[src/sv/sfau_pkg.sv]
// Shared types, codes and constants for the single-precision arithmetic unit.
package sfau_pkg;

  localparam logic [1:0] KIND_ADD = 2'd0;
  localparam logic [1:0] KIND_SUB = 2'd1;
  localparam logic [1:0] KIND_MUL = 2'd2;
  localparam logic [1:0] KIND_DIV = 2'd3;

  localparam logic [31:0] QUIET_BIT = 32'h0040_0000;
  localparam logic [31:0] QNAN      = 32'h7FC0_0000;
  localparam logic [7:0]  EXP_MAX   = 8'd255;
  localparam logic signed [9:0] BIAS = 10'sd127;

  localparam int DIV_STEPS = 5;

  typedef struct packed {
    logic [1:0]        kind;
    logic              spec;
    logic [31:0]       spec_val;
    logic              rs;
    logic              sb;
    logic signed [9:0] re;
    logic [24:0]       ma;
    logic [23:0]       mb;
    logic [7:0]        sh;
    logic [24:0]       q;
    logic [47:0]       prod;
  } pl_t;

endpackage

[src/sv/sfau_div_stage.sv]
// Five restoring-division steps of the mantissa quotient.
module sfau_div_stage (
  input  logic [24:0] rem_i,
  input  logic [24:0] quo_i,
  input  logic [23:0] div_i,
  output logic [24:0] rem_o,
  output logic [24:0] quo_o
);
  import sfau_pkg::*;

  always_comb begin
    logic [24:0] r;
    logic [24:0] q;
    r = rem_i;
    q = quo_i;
    for (int i = 0; i < DIV_STEPS; i++) begin
      if (r >= {1'b0, div_i}) begin
        r = r - {1'b0, div_i};
        q = {q[23:0], 1'b1};
      end else begin
        q = {q[23:0], 1'b0};
      end
      r = {r[23:0], 1'b0};
    end
    rem_o = r;
    quo_o = q;
  end

endmodule

[config.mk]
export PLATFORM = sky130hd
export DESIGN_NAME = sfau_div_stage
export DESIGN_NICKNAME = d
export VERILOG_FILES = /design/src/sv/sfau_pkg.sv /design/src/sv/sfau_div_stage.sv
export SDC_FILE = /design/constraint.sdc
export NUM_CORES = 1
export LEC_CHECK = 0
export BUFFER_PORTS_ARGS = -buffer_cell sky130_fd_sc_hd__buf_2
export CORE_ASPECT_RATIO = 1.75
export CORE_MARGIN = 5
export CORE_UTILIZATION = 40
export DETAILED_ROUTE_END_ITERATION = 8
export PLACE_DENSITY_LB_ADDON = 0.08
export SLEW_MARGIN = 25
export SYNTH_ARGS = -nofsm -noshare
export SYNTH_HDL_FRONTEND = slang
export SYNTH_SLANG_ARGS = --single-unit
[constraint.sdc]
create_clock -name vclk -period 15.4
set_clock_uncertainty 0.15 [all_clocks]
set_input_delay 1.54 -clock vclk [all_inputs]
set_output_delay 1.54 -clock vclk [all_outputs]
set_load 0.02 [all_outputs]
==> impl_metrics.py, run 1 <==
metrics = {
    "clocking": {
        "cts.hold.buffers_added": 0,
    },
    "drt": {
        "dr_total_vias": 9290,
        "number_of_nets_still_failing_antenna_checks_after_routing": 0,
        "initialDrtViolationCount": 257,
        "met2_length_um": 16300,
        "wl_um": 28900,
        "detail_route.first_pass.iterations": 4,
        "route.met3.wl_um": 726,
        "highest-signal-layer": "met4",
        "drt-wirelength-per-cell_um": 17.0,
        "drc_errors": 0,
        "vias_per_cell": 5.46,
        "m1WireLength_um": 10400,
    },
    "final_layout": {
        "num-clock-buffers": 0,
        "stdcell_area_um2": 11800,
        "syn2layout_area_growth_pct": 59.1,
        "ffs_latches": 0,
        "layout.filler_cells": 1720,
        "num_antenna_cells": 0,
        "finalNetCount": 1657,
        "layout-drive-gt1-share_pct": 46.9,
        "footprint_of_the_flip_flops_and_latches_um2": 0,
        "core_occupancy_in_the_finished_layout_pct": 64.2,
        "final_cell_mix": "buf_4, ha_1, a21oi_1",
        "most_common_cell_after_layout_fill_and_taps_aside": "buf_4",
    },
    "sta": {
        "setup_viol": 0,
        "fmax_mhz": 66.2,
        "worst-slew-pin-transition_ns": 0.486,
        "min_period_over_period_pct": 98.0,
        "final_number_of_max_transition_violations": 0,
        "final_period_minus_worst_setup_slack_ns": 15.10,
        "final-hold-violation-count": 0,
        "timing.final.ws_setup_ns": 0.302,
        "worst_slew_slack_as_a_fraction_of_its_limit_pct": 67.3,
    },
    "global_routing": {
        "global_route_wire_length_before_repair_um": 44100,
        "grt_max_degree": 25,
        "grt_antenna_before_repair": 0,
        "grt_use_total_pct": 24.8,
        "first_global_vias": 9772,
        "grt.overflow.total": 0,
    },
    "die": {
        "core_um2": 18400,
        "fp.dieW_um": 113,
        "dieArea_um2": 21500,
        "io-pin-count": 124,
        "die_y_um": 190,
        "row_count": 66,
        "starting_density_pct": 40.3,
    },
    "synthesis": {
        "netlist-cell-type-count": 73,
        "synth.yosys.seq_area_share_pct": 0,
        "synth_area_leader_cell": "ha_1",
        "synth_fp_nets": 1204,
        "post_synth_instance_area_um2": 7430,
        "synth.top_cells.by_area": "ha_1, mux2_2, xnor2_1",
        "synth_top_area_share_pct": 19.7,
        "synth.yosys.warnings": 0,
        "synthesis.instances": 1011,
        "synth.avg_cell_area_um2": 7.35,
    },
    "run_status": {
        "status": "finished, final reports clean",
    },
    "critical_path": {
        "cp_max_fo": 9,
        "critical_path_required_ns": 13.71,
        "timing.setup.critical_path_class": "in2out",
        "critPathMaxStageDelay_ns": 0.59,
        "arrival_worst_endpoint_ns": 13.41,
        "endpoint": "rem_o[16]",
        "cp_common_cell": "buf_4",
        "worstSetupStartpoint": "div_i[1]",
        "end_kind": "output port",
        "crit_path_start_kind": "input pin",
        "cp_slowest_cell": "or4_4",
    },
    "placement": {
        "place.port_buffers": 78,
        "place_congestion": 0.976,
        "dp_hpwl_um": 24500,
        "pre_cts_slack_ns": -0.515,
        "dpl_cell_area_um2": 10800,
    },
    "job": {
        "timing.max_cap.violations": 0,
    },
    "hold_path": {
        "holdCritPathClass": "in2out",
    },
}
repair_timing:
action	4_1_cts	5_1_grt
pin swaps	13	44
gates cloned	0	4
buffers inserted	11	15
setup endpoints to repair	25	25
gates resized for setup	41	106
final cells by class:
cell class	count	area [µm²]	area share, %
Tap cell	238	298	2.52
Multi-Input combinational cell	905	7610	64.4
Inverter	65	259	2.19
Timing Repair Buffer	492	3650	30.9
routing by layer:
| metal | global-route usage (%) | up-vias |
|---|---|---|
| met3 | 0.635 | 75 |
| met4 | 10.3 | 0 |
| met2 | 51.8 | 198 |
| met1 | 24.8 | 4362 |
| met5 | 0 | - |
| li1 | - | 4655 |
worst min-delay path by stage:
stage / from / end / slack [ns] / cells after the start
finish: quo_i[5] / quo_o[10] / 2.93 / 0
global route: quo_i[9] / quo_o[14] / 2.93 / 0
CTS: quo_i[8] / quo_o[13] / 2.93 / 0
detailed placement: quo_i[8] / quo_o[13] / 2.93 / 0
global placement: quo_i[8] / quo_o[13] / 2.93 / 0
floorplan: quo_i[5] / quo_o[10] / 3.04 / 1
worst max-delay path, delay by kind of cell:
kind                       cells  cell delay (ns)
muxes                          5             1.54
buffers and inverters         13             1.78
adders and majority gates      5             1.30
AOI/OAI and AO/OA             24             4.84
and+or+nand+nor               11             2.34
stage by stage:
stage               cells   TNS, ns  hold slack (ns)
finish               1700         0             2.93
global route         1700     -2.84             2.93
CTS                  1681  -0.00432             2.93
detailed placement   1670    -10.99             2.93
global placement     1670     -7.62             2.93
floorplan            1011         0             3.04
cells in the mapped netlist (all sizes together) (3+ instances only):
| cell type | instances |
|---|---|
| a221o | 3 |
| and2 | 9 |
| o211ai | 10 |
| a211o | 8 |
| o21ai | 67 |
| a2111oi | 4 |
| a31o | 6 |
| nor3 | 20 |
| ha | 117 |
| nor2 | 65 |
| a31oi | 10 |
| o21a | 15 |
| a21o | 48 |
| o31a | 3 |
| buf | 31 |
| a21boi | 5 |
| a41oi | 6 |
| a211oi | 14 |
| o31ai | 8 |
| o22ai | 4 |
| nand3 | 22 |
| or3 | 3 |
| nand2 | 71 |
| and3 | 7 |
| xnor2 | 61 |
| o21bai | 14 |
| clkbuf | 10 |
| nor2b | 13 |
| xor2 | 31 |
| or2 | 7 |
| nor4 | 7 |
| nand4 | 13 |
| mux2 | 76 |
| nand2b | 16 |
| mux2i | 13 |
| a21oi | 95 |
| inv | 64 |
| and4 | 3 |
cell families (layout without fill, tap and decap cells):
logic type,Yosys count,after routing,share of synthesized area (%)
compound gates,341,341,30.4
xor+xnor,92,92,10.8
fa+ha+maj,119,119,20.2
buf+inv,106,557,6.94
mux,89,89,14.1
other cells,1,1,0.0505
simple gates,263,263,17.4
Power of run 1 is left out: the tool's default activity adds up to more than one toggle a clock period on the data nets, which glitch-free logic cannot reach.
==> run 2: changes to the inputs <==
--- a/config.mk
+++ b/config.mk
@@ -5,6 +5,7 @@
 export SDC_FILE = /design/constraint.sdc
 export NUM_CORES = 1
 export LEC_CHECK = 0
+export ABC_AREA = 1
 export BUFFER_PORTS_ARGS = -buffer_cell sky130_fd_sc_hd__buf_2
 export CORE_ASPECT_RATIO = 1.75
 export CORE_MARGIN = 5
==> impl_metrics.py, run 2 <==
metrics = {
    "final_layout": {
        "num_antenna_cells": 0,
        "footprint_of_the_flip_flops_and_latches_um2": 0,
        "ffs_latches": 0,
        "finalNetCount": 1887,
        "most_common_cell_after_layout_fill_and_taps_aside": "nand2_1",
        "layout-drive-gt1-share_pct": 12.8,
        "num-clock-buffers": 0,
        "final_cell_mix": "nand2_1, inv_1, a21oi_1",
        "syn2layout_area_growth_pct": 12.1,
    },
    "critical_path": {
        "critPathMaxStageDelay_ns": 0.37,
        "worstSetupStartpoint": "div_i[7]",
        "end_kind": "output port",
        "timing.setup.critical_path_class": "in2out",
        "crit_path_start_kind": "input pin",
        "cp_slowest_cell": "ha_1",
        "crit_family": "simple AND/OR/NAND/NOR gates",
        "cp_max_fo": 30,
        "cp_common_cell": "nand2_1",
        "arrival_worst_endpoint_ns": 12.67,
        "endpoint": "rem_o[9]",
        "critical_path_required_ns": 13.71,
        "critical_path_cell_count": 66,
        "cp.buffers_inverters": 14,
    },
    "global_routing": {
        "grt_max_degree": 31,
        "global_route_wire_length_before_repair_um": 54300,
        "first_global_vias": 10879,
        "grt.overflow.total": 0,
        "grt_antenna_before_repair": 0,
        "grt_use_total_pct": 27.9,
    },
    "die": {
        "fp.dieW_um": 121,
        "core_um2": 21300,
        "dieArea_um2": 24600,
        "die_y_um": 204,
        "starting_density_pct": 40.3,
        "io-pin-count": 124,
        "row_count": 71,
    },
    "synthesis": {
        "yosys.area_share.adder_pct": 17.5,
        "synth_fp_nets": 1772,
        "synth_xor_xnor_area_share_pct": 10.1,
        "synth.yosys.seq_area_share_pct": 0,
        "fraction_of_the_mapped_netlist_area_in_compound_gates_pct": 17.4,
        "synth_area_leader_cell": "nand2_1",
        "netlist-cell-type-count": 51,
        "synth.avg_cell_area_um2": 5.44,
        "synth_common_cells": "nand2_1, inv_1, a21oi_1",
        "synth_top_family_by_area": "simple AND/OR/NAND/NOR gates",
        "synth.yosys.warnings": 0,
        "synth_top_area_share_pct": 22.9,
        "muxShareOfSynthArea_pct": 0,
        "post_synth_instance_area_um2": 8590,
        "synthSimpleGateAreaFrac_pct": 42.1,
        "synthMostInstantiatedCell": "nand2_1",
        "synth.top_cells.by_area": "nand2_1, ha_1, inv_1",
        "synthesis.instances": 1579,
    },
    "hold_path": {
        "holdCritPathClass": "in2out",
    },
    "sta": {
        "worst-slew-pin-transition_ns": 0.715,
        "worst_slew_slack_as_a_fraction_of_its_limit_pct": 51.9,
        "whs_ns": 2.93,
        "final_number_of_max_transition_violations": 0,
        "totalNegativeSetupSlack_ns": 0,
        "min_period_over_period_pct": 93.3,
        "fmax_mhz": 69.6,
        "final_period_minus_worst_setup_slack_ns": 14.36,
        "rsz0062_at_grt": "false",
        "setup_viol": 0,
        "timing.final.ws_setup_ns": 1.04,
        "final-hold-violation-count": 0,
    },
    "clocking": {
        "resized_after_cts": 0,
        "cts.hold.buffers_added": 0,
        "post_cts_buffers": 0,
    },
    "drt": {
        "initialDrtViolationCount": 501,
        "detail_route.first_pass.iterations": 5,
        "number_of_nets_still_failing_antenna_checks_after_routing": 0,
        "drc_errors": 0,
        "wl_um": 34700,
        "dr_total_vias": 10573,
        "drt-wirelength-per-cell_um": 17.8,
        "vias_per_cell": 5.43,
    },
    "placement": {
        "place_congestion": 0.992,
        "place.port_buffers": 78,
        "dp_hpwl_um": 30900,
        "pre_cts_slack_ns": 1.11,
    },
    "job": {
        "timing.max_cap.violations": 0,
    },
    "run_status": {
        "status": "finished, final reports clean",
    },
}
## run 2: changes by cell type after synthesis, sizes merged, moves of 16 or more
cell,change
a21o,-38
a21oi,+36
inv,+139
mux2,-76
nand2,+461
nand2b,-16
nand3,+104
nor2,+54
o21ai,+21
xnor2,-21
xor2,+28
## run 2: cells by family (layout without fill, tap and decap cells)
logic type | count (synthesis) | count (layout)
compound gates | 266 | 266
simple gates | 843 | 843
other cells | 1 | 1
fa+ha+maj | 119 | 119
xor+xnor | 99 | 99
buf+inv | 251 | 364
## run 2: final cells by class
| cell class | instances | area (µm²) |
|---|---|---|
| repair buffers | 161 | 1050 |
| fillers | 2470 | 11700 |
| well taps | 255 | 319 |
| inverters | 203 | 769 |
| multi-input cells | 1328 | 7490 |
## run 2: worst min path at each step
stage / from / endpoint / slack (ns) / cells after the start
2_1_floorplan: quo_i[5] / quo_o[10] / 3.04 / 1
6_report: quo_i[6] / quo_o[11] / 2.93 / 0
4_1_cts: quo_i[10] / quo_o[15] / 2.93 / 0
5_1_grt: quo_i[8] / quo_o[13] / 2.93 / 0
3_3_place_gp: quo_i[10] / quo_o[15] / 2.93 / 0
3_5_place_dp: quo_i[10] / quo_o[15] / 2.93 / 0
## run 2: per-layer routing
| layer | track usage (%) | share of wire, % |
|---|---|---|
| met1 | 24.6 | 33 |
| met3 | 1.16 | 2.2 |
| met4 | 25.6 | 12 |
| met5 | 0 | 0 |
| met2 | 55.0 | 53 |
## run 2: metrics by stage
stage               instances  utilization [%]  area, µm²
CTS                      1947             45.2       9630
detailed placement       1947             45.2       9630
finish                   1947             45.2       9630
global route             1947             45.2       9630
global placement         1947             45.2       9630
floorplan                1579                -       8590
Power of run 2 is left out for the same reason.
